[src/hw/rtl/sha256_stream_hasher_top_defines.svh]
// Assertion macros used by the top-level RTL file of the stream hasher.
`ifndef SHA256_STREAM_HASHER_TOP_DEFINES_SVH
`define SHA256_STREAM_HASHER_TOP_DEFINES_SVH

// The consequent must hold in the same cycle as the antecedent.
`define SHS_ASSERT_SAME(label, clk, rst_n, ante, cons, msg) \
    label: assert property (@(posedge clk) disable iff (!rst_n) (ante) |-> (cons)) \
        else $error(msg);

// The consequent must hold in the cycle after the antecedent.
`define SHS_ASSERT_NEXT(label, clk, rst_n, ante, cons, msg) \
    label: assert property (@(posedge clk) disable iff (!rst_n) (ante) |=> (cons)) \
        else $error(msg);

`endif

[src/hw/rtl/shs_pkg.sv]
package shs_pkg;

    typedef logic [31:0] word_t;

    // Element 0 is working variable a, element 7 is h.
    typedef word_t [7:0] hash_t;

    function automatic hash_t init_hash();
        hash_t h;
        h[0] = 32'h6a09e667;
        h[1] = 32'hbb67ae85;
        h[2] = 32'h3c6ef372;
        h[3] = 32'ha54ff53a;
        h[4] = 32'h510e527f;
        h[5] = 32'h9b05688c;
        h[6] = 32'h1f83d9ab;
        h[7] = 32'h5be0cd19;
        return h;
    endfunction

    function automatic word_t round_k(input logic [5:0] idx);
        word_t k;
        case (idx)
            6'd0:  k = 32'h428a2f98;
            6'd1:  k = 32'h71374491;
            6'd2:  k = 32'hb5c0fbcf;
            6'd3:  k = 32'he9b5dba5;
            6'd4:  k = 32'h3956c25b;
            6'd5:  k = 32'h59f111f1;
            6'd6:  k = 32'h923f82a4;
            6'd7:  k = 32'hab1c5ed5;
            6'd8:  k = 32'hd807aa98;
            6'd9:  k = 32'h12835b01;
            6'd10: k = 32'h243185be;
            6'd11: k = 32'h550c7dc3;
            6'd12: k = 32'h72be5d74;
            6'd13: k = 32'h80deb1fe;
            6'd14: k = 32'h9bdc06a7;
            6'd15: k = 32'hc19bf174;
            6'd16: k = 32'he49b69c1;
            6'd17: k = 32'hefbe4786;
            6'd18: k = 32'h0fc19dc6;
            6'd19: k = 32'h240ca1cc;
            6'd20: k = 32'h2de92c6f;
            6'd21: k = 32'h4a7484aa;
            6'd22: k = 32'h5cb0a9dc;
            6'd23: k = 32'h76f988da;
            6'd24: k = 32'h983e5152;
            6'd25: k = 32'ha831c66d;
            6'd26: k = 32'hb00327c8;
            6'd27: k = 32'hbf597fc7;
            6'd28: k = 32'hc6e00bf3;
            6'd29: k = 32'hd5a79147;
            6'd30: k = 32'h06ca6351;
            6'd31: k = 32'h14292967;
            6'd32: k = 32'h27b70a85;
            6'd33: k = 32'h2e1b2138;
            6'd34: k = 32'h4d2c6dfc;
            6'd35: k = 32'h53380d13;
            6'd36: k = 32'h650a7354;
            6'd37: k = 32'h766a0abb;
            6'd38: k = 32'h81c2c92e;
            6'd39: k = 32'h92722c85;
            6'd40: k = 32'ha2bfe8a1;
            6'd41: k = 32'ha81a664b;
            6'd42: k = 32'hc24b8b70;
            6'd43: k = 32'hc76c51a3;
            6'd44: k = 32'hd192e819;
            6'd45: k = 32'hd6990624;
            6'd46: k = 32'hf40e3585;
            6'd47: k = 32'h106aa070;
            6'd48: k = 32'h19a4c116;
            6'd49: k = 32'h1e376c08;
            6'd50: k = 32'h2748774c;
            6'd51: k = 32'h34b0bcb5;
            6'd52: k = 32'h391c0cb3;
            6'd53: k = 32'h4ed8aa4a;
            6'd54: k = 32'h5b9cca4f;
            6'd55: k = 32'h682e6ff3;
            6'd56: k = 32'h748f82ee;
            6'd57: k = 32'h78a5636f;
            6'd58: k = 32'h84c87814;
            6'd59: k = 32'h8cc70208;
            6'd60: k = 32'h90befffa;
            6'd61: k = 32'ha4506ceb;
            6'd62: k = 32'hbef9a3f7;
            default: k = 32'hc67178f2;
        endcase
        return k;
    endfunction

endpackage

[src/hw/rtl/shs_round.sv]
module shs_round
    import shs_pkg::*;
(
    input  hash_t work,
    input  word_t w_cur,
    input  word_t w_1,
    input  word_t w_9,
    input  word_t w_14,
    input  word_t k_const,
    output hash_t work_next,
    output word_t w_new
);

    function automatic word_t big_sigma0(input word_t v);
        return {v[1:0], v[31:2]} ^ {v[12:0], v[31:13]} ^ {v[21:0], v[31:22]};
    endfunction

    function automatic word_t big_sigma1(input word_t v);
        return {v[5:0], v[31:6]} ^ {v[10:0], v[31:11]} ^ {v[24:0], v[31:25]};
    endfunction

    function automatic word_t small_sigma0(input word_t v);
        return {v[6:0], v[31:7]} ^ {v[17:0], v[31:18]} ^ {3'b000, v[31:3]};
    endfunction

    function automatic word_t small_sigma1(input word_t v);
        return {v[16:0], v[31:17]} ^ {v[18:0], v[31:19]} ^ {10'b0, v[31:10]};
    endfunction

    word_t t1;
    word_t t2;
    word_t ch;
    word_t maj;

    assign ch  = (work[4] & work[5]) ^ (~work[4] & work[6]);
    assign maj = (work[0] & work[1]) ^ (work[0] & work[2]) ^ (work[1] & work[2]);
    assign t1  = work[7] + big_sigma1(work[4]) + ch + k_const + w_cur;
    assign t2  = big_sigma0(work[0]) + maj;

    always_comb
    begin
        work_next[0] = t1 + t2;
        work_next[1] = work[0];
        work_next[2] = work[1];
        work_next[3] = work[2];
        work_next[4] = work[3] + t1;
        work_next[5] = work[4];
        work_next[6] = work[5];
        work_next[7] = work[6];
    end

    // Schedule word sixteen rounds ahead of the current one.
    assign w_new = small_sigma1(w_14) + w_9 + small_sigma0(w_1) + w_cur;

endmodule

[src/hw/rtl/sha256_stream_hasher_top.sv]
// SHA-256 over a byte stream.
// Input channel s_axis: tdata carries one message byte, tuser says whether that
// byte belongs to the message, and tlast closes the message. An item with tuser
// low and tlast high closes the message as it stands (empty message included).
// Output channel m_axis: four transactions per closed message, each a 64-bit
// big-endian slice of the digest; tuser gives its position 0..3 and tlast marks
// the fourth.
// A byte that does not fill the 64-byte block is written to the block buffer.
// The byte that fills it starts a compression: 64 rounds on the shared round
// unit, one per cycle, then the chaining add, and tready stays low meanwhile.
// A closing item adds one padding step and one compression, or two of each
// when more than 55 bytes of the last block are in use.
// The digest is then held on m_axis until the receiver takes all four words;
// a stall on m_axis holds the block, and no new input is taken until the last
// word leaves. After that the hash state is back at its initial values.
// Reset restores the initial hash values and clears the byte and length counts.
`include "sha256_stream_hasher_top_defines.svh"

module sha256_stream_hasher_top
    import shs_pkg::*;
(
    input  logic        clk,
    input  logic        rst_n,
    input  logic        s_axis_tvalid,
    output logic        s_axis_tready,
    input  logic [7:0]  s_axis_tdata,   // [7:0] data_byte
    input  logic        s_axis_tuser,   // [0] byte_present
    input  logic        s_axis_tlast,
    output logic        m_axis_tvalid,
    input  logic        m_axis_tready,
    output logic [63:0] m_axis_tdata,   // [63:0] digest_word
    output logic [1:0]  m_axis_tuser,   // [1:0] word_index
    output logic        m_axis_tlast
);

    typedef enum logic [4:0] {
        ST_IDLE  = 5'b00001,
        ST_ROUND = 5'b00010,
        ST_FINAL = 5'b00100,
        ST_PAD   = 5'b01000,
        ST_OUT   = 5'b10000
    } seq_state_t;

    seq_state_t  state_reg, state_next;
    logic [5:0]  round_reg, round_next;
    logic [5:0]  fill_reg, fill_next;
    logic [60:0] len_reg, len_next;
    logic        close_reg, close_next;
    logic        mark_reg, mark_next;
    logic        final_reg, final_next;
    logic [1:0]  out_idx_reg, out_idx_next;
    hash_t       chain_reg, chain_next;
    hash_t       work_reg, work_next;
    word_t       win_reg [16];
    word_t       win_next [16];

    hash_t       round_work;
    word_t       w_new;
    logic        s_accept;
    logic        m_accept;
    logic        len_fits;
    logic [63:0] bit_len;

    assign s_accept = s_axis_tvalid && s_axis_tready;
    assign m_accept = m_axis_tvalid && m_axis_tready;
    assign bit_len  = {len_reg, 3'b000};
    // Length goes into this block if the end mark was placed in an earlier block
    // or if the mark lands at byte 55 or below.
    assign len_fits = mark_reg || (fill_reg < 6'd56);

    shs_round u_round (
        .work      (work_reg),
        .w_cur     (win_reg[0]),
        .w_1       (win_reg[1]),
        .w_9       (win_reg[9]),
        .w_14      (win_reg[14]),
        .k_const   (round_k(round_reg)),
        .work_next (round_work),
        .w_new     (w_new)
    );

    always_comb
    begin
        state_next   = state_reg;
        round_next   = round_reg;
        fill_next    = fill_reg;
        len_next     = len_reg;
        close_next   = close_reg;
        mark_next    = mark_reg;
        final_next   = final_reg;
        out_idx_next = out_idx_reg;
        chain_next   = chain_reg;
        work_next    = work_reg;
        case (state_reg)
            ST_IDLE:
            begin
                if (s_accept)
                begin
                    if (s_axis_tuser)
                    begin
                        fill_next = fill_reg + 6'd1;
                        len_next  = len_reg + 61'd1;
                    end
                    if (s_axis_tlast)
                    begin
                        close_next = 1'b1;
                    end
                    if (s_axis_tuser && (fill_reg == 6'd63))
                    begin
                        state_next = ST_ROUND;
                        round_next = '0;
                        work_next  = chain_reg;
                    end
                    else if (s_axis_tlast)
                    begin
                        state_next = ST_PAD;
                    end
                end
            end
            ST_ROUND:
            begin
                work_next  = round_work;
                round_next = round_reg + 6'd1;
                if (round_reg == 6'd63)
                begin
                    state_next = ST_FINAL;
                end
            end
            ST_FINAL:
            begin
                for (int j = 0; j < 8; j++)
                begin
                    chain_next[j] = chain_reg[j] + work_reg[j];
                end
                if (!close_reg)
                begin
                    state_next = ST_IDLE;
                end
                else if (final_reg)
                begin
                    state_next = ST_OUT;
                end
                else
                begin
                    state_next = ST_PAD;
                end
            end
            ST_PAD:
            begin
                mark_next  = 1'b1;
                final_next = len_fits;
                state_next = ST_ROUND;
                round_next = '0;
                work_next  = chain_reg;
            end
            ST_OUT:
            begin
                if (m_accept)
                begin
                    out_idx_next = out_idx_reg + 2'd1;
                    if (out_idx_reg == 2'd3)
                    begin
                        chain_next = init_hash();
                        fill_next  = '0;
                        len_next   = '0;
                        close_next = 1'b0;
                        mark_next  = 1'b0;
                        final_next = 1'b0;
                        state_next = ST_IDLE;
                    end
                end
            end
            default:
            begin
                state_next = ST_IDLE;
            end
        endcase
    end

    // Block buffer, held as sixteen big-endian words that double as the
    // message schedule window during the rounds.
    always_comb
    begin
        logic [5:0] pos;
        logic [7:0] old_byte;
        for (int j = 0; j < 16; j++)
        begin
            win_next[j] = win_reg[j];
        end
        pos      = '0;
        old_byte = '0;
        case (state_reg)
            ST_IDLE:
            begin
                if (s_accept && s_axis_tuser)
                begin
                    win_next[fill_reg[5:2]][{~fill_reg[1:0], 3'b000} +: 8] = s_axis_tdata;
                end
            end
            ST_ROUND:
            begin
                for (int j = 0; j < 15; j++)
                begin
                    win_next[j] = win_reg[j + 1];
                end
                win_next[15] = w_new;
            end
            ST_PAD:
            begin
                for (int j = 0; j < 16; j++)
                begin
                    for (int b = 0; b < 4; b++)
                    begin
                        pos      = 6'(j * 4 + b);
                        old_byte = win_reg[j][(3 - b) * 8 +: 8];
                        if (mark_reg || (pos > fill_reg))
                        begin
                            win_next[j][(3 - b) * 8 +: 8] = 8'h00;
                        end
                        else if (pos == fill_reg)
                        begin
                            win_next[j][(3 - b) * 8 +: 8] = 8'h80;
                        end
                        else
                        begin
                            win_next[j][(3 - b) * 8 +: 8] = old_byte;
                        end
                    end
                end
                if (len_fits)
                begin
                    win_next[14] = bit_len[63:32];
                    win_next[15] = bit_len[31:0];
                end
            end
            default:
            begin
            end
        endcase
    end

    always_ff @(posedge clk or negedge rst_n)
    begin
        if (!rst_n)
        begin
            state_reg   <= ST_IDLE;
            round_reg   <= '0;
            fill_reg    <= '0;
            len_reg     <= '0;
            close_reg   <= 1'b0;
            mark_reg    <= 1'b0;
            final_reg   <= 1'b0;
            out_idx_reg <= '0;
            chain_reg   <= init_hash();
        end
        else
        begin
            state_reg   <= state_next;
            round_reg   <= round_next;
            fill_reg    <= fill_next;
            len_reg     <= len_next;
            close_reg   <= close_next;
            mark_reg    <= mark_next;
            final_reg   <= final_next;
            out_idx_reg <= out_idx_next;
            chain_reg   <= chain_next;
        end
    end

    always_ff @(posedge clk)
    begin
        work_reg <= work_next;
        for (int j = 0; j < 16; j++)
        begin
            win_reg[j] <= win_next[j];
        end
    end

    assign s_axis_tready = (state_reg == ST_IDLE);
    assign m_axis_tvalid = (state_reg == ST_OUT);
    assign m_axis_tdata  = {chain_reg[{out_idx_reg, 1'b0}], chain_reg[{out_idx_reg, 1'b1}]};
    assign m_axis_tuser  = out_idx_reg;
    assign m_axis_tlast  = (out_idx_reg == 2'd3);

    `SHS_ASSERT_SAME(a_no_overlap, clk, rst_n, s_axis_tready, !m_axis_tvalid, "input and output both open")
    `SHS_ASSERT_NEXT(a_round_end, clk, rst_n, state_reg == ST_ROUND && round_reg == 6'd63, state_reg == ST_FINAL, "compression did not end after round 63")
    `SHS_ASSERT_NEXT(a_block_full, clk, rst_n, s_accept && s_axis_tuser && fill_reg == 6'd63, state_reg == ST_ROUND && round_reg == 6'd0 && fill_reg == 6'd0, "full block did not start compression")
    `SHS_ASSERT_NEXT(a_restart, clk, rst_n, m_accept && m_axis_tlast, state_reg == ST_IDLE && fill_reg == 6'd0 && len_reg == 61'd0 && !close_reg && !mark_reg, "state not restarted after digest")

endmodule
[config.mk]
export PLATFORM = sky130hd
export DESIGN_NAME = sha256_stream_hasher_top
export DESIGN_NICKNAME = d
export VERILOG_FILES = /design/src/hw/rtl/shs_pkg.sv /design/src/hw/rtl/shs_round.sv /design/src/hw/rtl/sha256_stream_hasher_top.sv
export VERILOG_INCLUDE_DIRS = /design/src /design/src/hw/rtl
export SDC_FILE = /design/constraint.sdc
export NUM_CORES = 2
export LEC_CHECK = 0
export BUFFER_PORTS_ARGS = -buffer_cell sky130_fd_sc_hd__buf_2
export CORE_MARGIN = 3
export CORE_UTILIZATION = 30
export CTS_BUF_LIST = sky130_fd_sc_hd__clkbuf_16
export CTS_CLUSTER_DIAMETER = 200
export DETAILED_ROUTE_END_ITERATION = 10
export RECOVER_POWER = 25
export SKIP_LAST_GASP = 1
export SLEW_MARGIN = 20
export SYNTH_ARGS = -nofsm -noshare
export SYNTH_HDL_FRONTEND = slang
export SYNTH_HIERARCHICAL = 1
export SYNTH_SLANG_ARGS = --single-unit
[constraint.sdc]
create_clock -name clk -period 11.4 [get_ports clk]
set_input_delay 2.28 -clock clk [delete_from_list [all_inputs] [get_ports clk]]
set_output_delay 2.28 -clock clk [all_outputs]
set_load 0.02 [all_outputs]
### Word-level counts from Yosys, hierarchy flattened

Memory sizes are Yosys's and may differ from the RTL's.
Cells that the tools add are included.
W data, S select, Z words.

* RAM bits: 512
* flip-flop bits (word level): 595
* latch bits: 0
* memories: 2
* output and inout port bits: 69
* bits of input ports: 14
* bits in read-only memories: 2048
* logic and storage cells: 473

* eq/ne operators: 79
* shift-type cells: 2
* mux-type cells: 173
* add/subtract/negate cells: 23
* divide/modulo/power cells: 0
* reduce and logical (&&, ||, !) cells: 82
* bitwise logic cells: 19
* multipliers: 0
* $lt $le $gt $ge: 69

Memories
* (no name shown): words 64, width 32, rd ports 1, clocked after memory_dff 0, wr ports 0, RTL line shs_pkg.sv:23 `case (idx)`
* win_reg: words 16, width 32, rd ports 16, clocked after memory_dff 0, wr ports 16, RTL line sha256_stream_hasher_top.sv:54 `word_t win_reg [16];`

Operators with widths (number)
* $pmux W512 S3: 1
* $mux W256: 4
* $mux W8: 128
* $pmux W256 S3: 1
* $add A32 B32 Y32: 18
* $bwmux W512: 1
* $mux W512: 1
* $pmux W256 S2: 1
* $xor A32 B32 Y32: 9
* $mux W61: 4
* $eq A6 B6 Y1 const A: 32
* $gt A6 B6 Y1 const A: 32
* $and A32 B32 Y32: 5
* $bmux W32 S2: 2
* $demux W32 S4: 1
* $pmux W61 S2: 1
* $eq A5 B6 Y1 const A: 16
* $gt A5 B6 Y1 const A: 16
* $mux W32: 3
* $logic_or A1 B1 Y1: 65
* $mux W64: 1
* $add A61 B1 Y61 const B: 1
* $eq A4 B6 Y1 const A: 8
* $gt A4 B6 Y1 const A: 8
* other kinds (44): 88

### Logic depth before layout (Yosys ltp)

* depth after elaboration: 8
* gate-level depth with buffers: 41
* mapped depth without buffers: 40

### Hierarchy

Netlist, hierarchy kept.

Modules (own cells, without submodules)
* sha256_stream_hasher_top: area each 63561.0 sq um, instances 1, seq. area each 31716.7 sq um, cells an instance 6742
* shs_round: area each 15003.1 sq um, instances 1, seq. area each 0.0 sq um, cells an instance 1823

### Least setup slack after synthesis

Ideal clock, no wire load.

* path kind: input to register
* start point: input s_axis_tuser
* end point: register round_reg[5]
* setup slack: 2.590 ns
* data arrival time: 8.674 ns
* required time: 11.264 ns
* cell stages on the path: 8
* path buffers: 0
* setup time: 0.136 ns
* path through: nand2_1 -> nor2_1 -> a31oi_1 -> inv_1 -> nand3_1 -> nor2_1 -> xnor2_1 -> a21oi_1

* word-level cells in the longest chain between the ends: 3

Ends and longest elaborated chain
* start: declaration: RTL line sha256_stream_hasher_top.sv:27 `input logic s_axis_tuser,`
* $logic_and A1 B1 Y1: RTL line sha256_stream_hasher_top.sv:108 `if (s_axis_tuser && (fill_reg == 6'd63))`
* $ne A2 B1 Y1 (no source line)
* $reduce_and A3 Y1 (no source line)
* end signal: assignment: RTL line sha256_stream_hasher_top.sv:259 `round_reg <= round_next;`
* end: declaration: RTL line sha256_stream_hasher_top.sv:45 `logic [5:0] round_reg, round_next;`

No other way between the ends.
A chain may end at the register's enable or synchronous reset.

==> impl_results.md <==
* Maximum number of pins on one net before global-route repair at 241
* Result of the run: finished with violations
* Met1 demand-to-capacity share in global routing at 0.2931
* Worst reg2reg setup slack at roughly 1.4 ns
* CTS tree: done
* CTS-repair resized insts at 0
* Synthesized instance count at 8565
* Post-cts hold buffer count at 0
* Setup crit end kind: flip-flop
* Fmax at between 90 and 100 MHz
* IO Count at between 80 and 90
* First-pass GRT wire length at 435100 um
* Leading post-synthesis cells by cell area: sky130_fd_sc_hd__edfxtp_1 (29%), sky130_fd_sc_hd__nand2_1 (7.8%), sky130_fd_sc_hd__dfrtp_1 (6.4%)
* YS warnings at 6
* Number of cells on the worst reg-to-reg path at 5
* Antenna Nets Post-Route at 0
* Maximum Capacitance Violations at 14
* Number of placement rows at around 190
* Critical Path AT at approximately 11 ns
* Reg-to-reg startpoint: state_reg[0]
* Final count of negative-setup-slack endpoints at 0
* Mean area per synthesized cell at roughly 9.2 sq um
* DPL Wire Length at ~220000 um
* Wire length per cell after detailed routing at 25.07 um
* Number of design-rule violations left by the first detailed-router iteration at between 8000 and 9000
* Slew at the pin closest to its max-slew limit at approximately 8.6 ns
* Number of global-route vias before repair at approximately 64000
* Commonest non-fill, non-tap cell in the layout: sky130_fd_sc_hd__nand2_1
* Cell area after synthesis at 0.07856 sq mm
* Via count of the routed design at between 60000 and 70000
* Worst hold path stage count at 2
* Count of final max-slew check failures at 766
* Worst reg2reg endpoint: work_reg[29]
* Violations in the final reports: max-capacitance violations, max-slew violations
* Dominant cell type by area after synthesis: sky130_fd_sc_hd__edfxtp_1
* Req. time, crit path at 12.02 ns
* Global-route congestion overflow total at 0
* Number of clock sinks seen by CTS at between 1000 and 1500
* Initial antenna violation count at 26
* Final weighted congestion in routability-driven placement at between 0.9 and 1
* Count of flip-flops with a built-in enable after synthesis at about 770
* GR met3 Demand/Resource at 0.04309
* Count of cell types in the netlist at between 90 and 100
* Total number of nets in the final design at a little under 9000
* Hold crit path type: reg2reg
* Type of the worst setup path: reg2reg
* Layout overhead on the synthesized area at 9.092%
* Met2 usage at 0.3287
* Aggregate routed wire length at ~300000 um
* Clock latency at the later pin of the worst-skew pair at slightly above 0.8 ns
* Commonest non-fill, non-tap cells in the layout: sky130_fd_sc_hd__nand2_1 (1641), sky130_fd_sc_hd__o21ai_0 (936), sky130_fd_sc_hd__edfxtp_1 (768)
* Final worst path period need at ~10 ns
* Die area at 0.2681 sq mm
* Worst Clk Skew at ~0.06 ns
* Final sum of negative setup slack at 0 ns
* Vertical die dimension at 517.7 um
* Headroom to the max-slew limit at -4.734
* Filler cell count in the final layout at between 20000 and 30000
* Primary flip-flop cell chosen by synthesis mapping: sky130_fd_sc_hd__edfxtp_1
* Share of the synthesized area in the top cell type at 0.2935
* RSZ-0062 raised after global routing: false
* Post-CTS Setup Repair Bufs at 0
* CTS Root Cell: sky130_fd_sc_hd__clkbuf_16
* Overall global routing resource usage at 0.2139
* Layout cells sized above 1 at 0.07955
* Routed via count divided by cell count at around 5.6
* Post-Syn Nets at approximately 9000
* Startpoint Class: flip-flop
* H-tree depth at 4
* Buffer depth of the longest clock path at 3
* Post-synthesis register bit count at between 1000 and 1500
* Most Used Layer, Global Route: met2
* Total DRC errors in the routed layout at 0
* CTS clk-pin slew, worst paths at about 0.060 ns
* Starting utilization of the core area at 0.3020
* Fraction of synthesis flops using an asynchronous set or reset pin at 0.3062
* Largest fanout on the critical path at 158
* Area of the core at 0.2602 sq mm
* Final Hold Viols at 0
* Die span in x at about 520 um
* Pre-Repair DR Iteration Count at 7
* Proportion of synthesized chip area in sequential cells at 0.4037
* PortBufs at roughly 80
* Number of buffers inserted during clock tree synthesis at approximately 140
* Period Utilization, post-route at 0.8806
cell families (layout without fill, tap and decap cells):
logic type                 Yosys count  after routing  synth area share
AOI/OAI and AO/OA                 2366           2366            0.1805
xor gates and xnor gates           636            636           0.07090
adders and majority gates          594            594            0.1132
buffers and inverters             1015            872           0.05781
DFF                               1107           1107            0.4037
muxes                              114            114           0.02599
other                                0              8                 0
and+or+nand+nor                   2733           2733            0.1480
how the worst max path moves through the flow:
stage          cells past startpoint  slack, ns           end          from
2_1_floorplan                      8       2.59  round_reg[5]  s_axis_tuser
3_3_place_gp                      35       1.87  work_reg[29]  round_reg[0]
3_5_place_dp                      34       1.89  work_reg[30]  round_reg[0]
4_1_cts                           34       1.85  work_reg[30]  round_reg[0]
5_1_grt                            5       0.72  work_reg[28]  state_reg[0]
6_report                           5       1.36  work_reg[29]  state_reg[0]
cell usage after synthesis (137+ instances only):
master / number
sky130_fd_sc_hd__edfxtp_1: 768
sky130_fd_sc_hd__o21ai_0: 939
sky130_fd_sc_hd__buf_4: 192
sky130_fd_sc_hd__inv_1: 414
sky130_fd_sc_hd__nand2_1: 1641
sky130_fd_sc_hd__clkbuf_1: 346
sky130_fd_sc_hd__dfstp_2: 137
sky130_fd_sc_hd__fa_1: 195
sky130_fd_sc_hd__dfrtp_1: 202
sky130_fd_sc_hd__a21o_1: 231
sky130_fd_sc_hd__a21oi_1: 600
sky130_fd_sc_hd__xor2_1: 269
sky130_fd_sc_hd__nand3_1: 166
sky130_fd_sc_hd__xnor2_1: 367
sky130_fd_sc_hd__nor2_1: 449
sky130_fd_sc_hd__ha_1: 397
stage by stage:
stage	area, sq um	setup WS, ns	cells	utilization	hold slack, ns
2_1_floorplan	78560	2.590	8565	-	0.4610
5_1_grt	85690	0.7192	11920	0.3294	0.5307
6_report	85710	1.361	11930	0.3294	0.5114
3_3_place_gp	81490	1.874	11670	0.3132	0.4838
3_5_place_dp	81500	1.886	11670	0.3132	0.4880
4_1_cts	85800	1.848	11920	0.3298	0.5074
metal layers:
metal  wire [um]  vias to the layer above
li1            -                    29510
met1      125800                    32810
met2      131600                     3267
met3       28050                      648
met4       13600                        2
met5          13                        -
worst max-delay path, cell delays in order, from the launching register on:
cell and delay [ns]:
sky130_fd_sc_hd__dfstp_1 0.63, sky130_fd_sc_hd__nor3_1 0.14, sky130_fd_sc_hd__nand2_1 1.74, sky130_fd_sc_hd__clkbuf_1 5.94
sky130_fd_sc_hd__nand2_1 0.89, sky130_fd_sc_hd__nand2_1 0.31
final cells by class:
type | count | area, sq um | share of cell area
inverter | 415 | 1565 | 0.01826
multi-input combinational | 6443 | 42370 | 0.4944
timing repair buffer | 208 | 1339 | 0.01562
tap | 3496 | 4374 | 0.05104
clock inverter | 110 | 822.0 | 0.009591
sequential | 1107 | 31730 | 0.3703
antenna | 8 | 20.02 | 0.0002336
clock buffer | 139 | 3478 | 0.04058
Power is not shown: default switching activity piles up to over one toggle a cycle in this logic, so the estimate is an artifact.
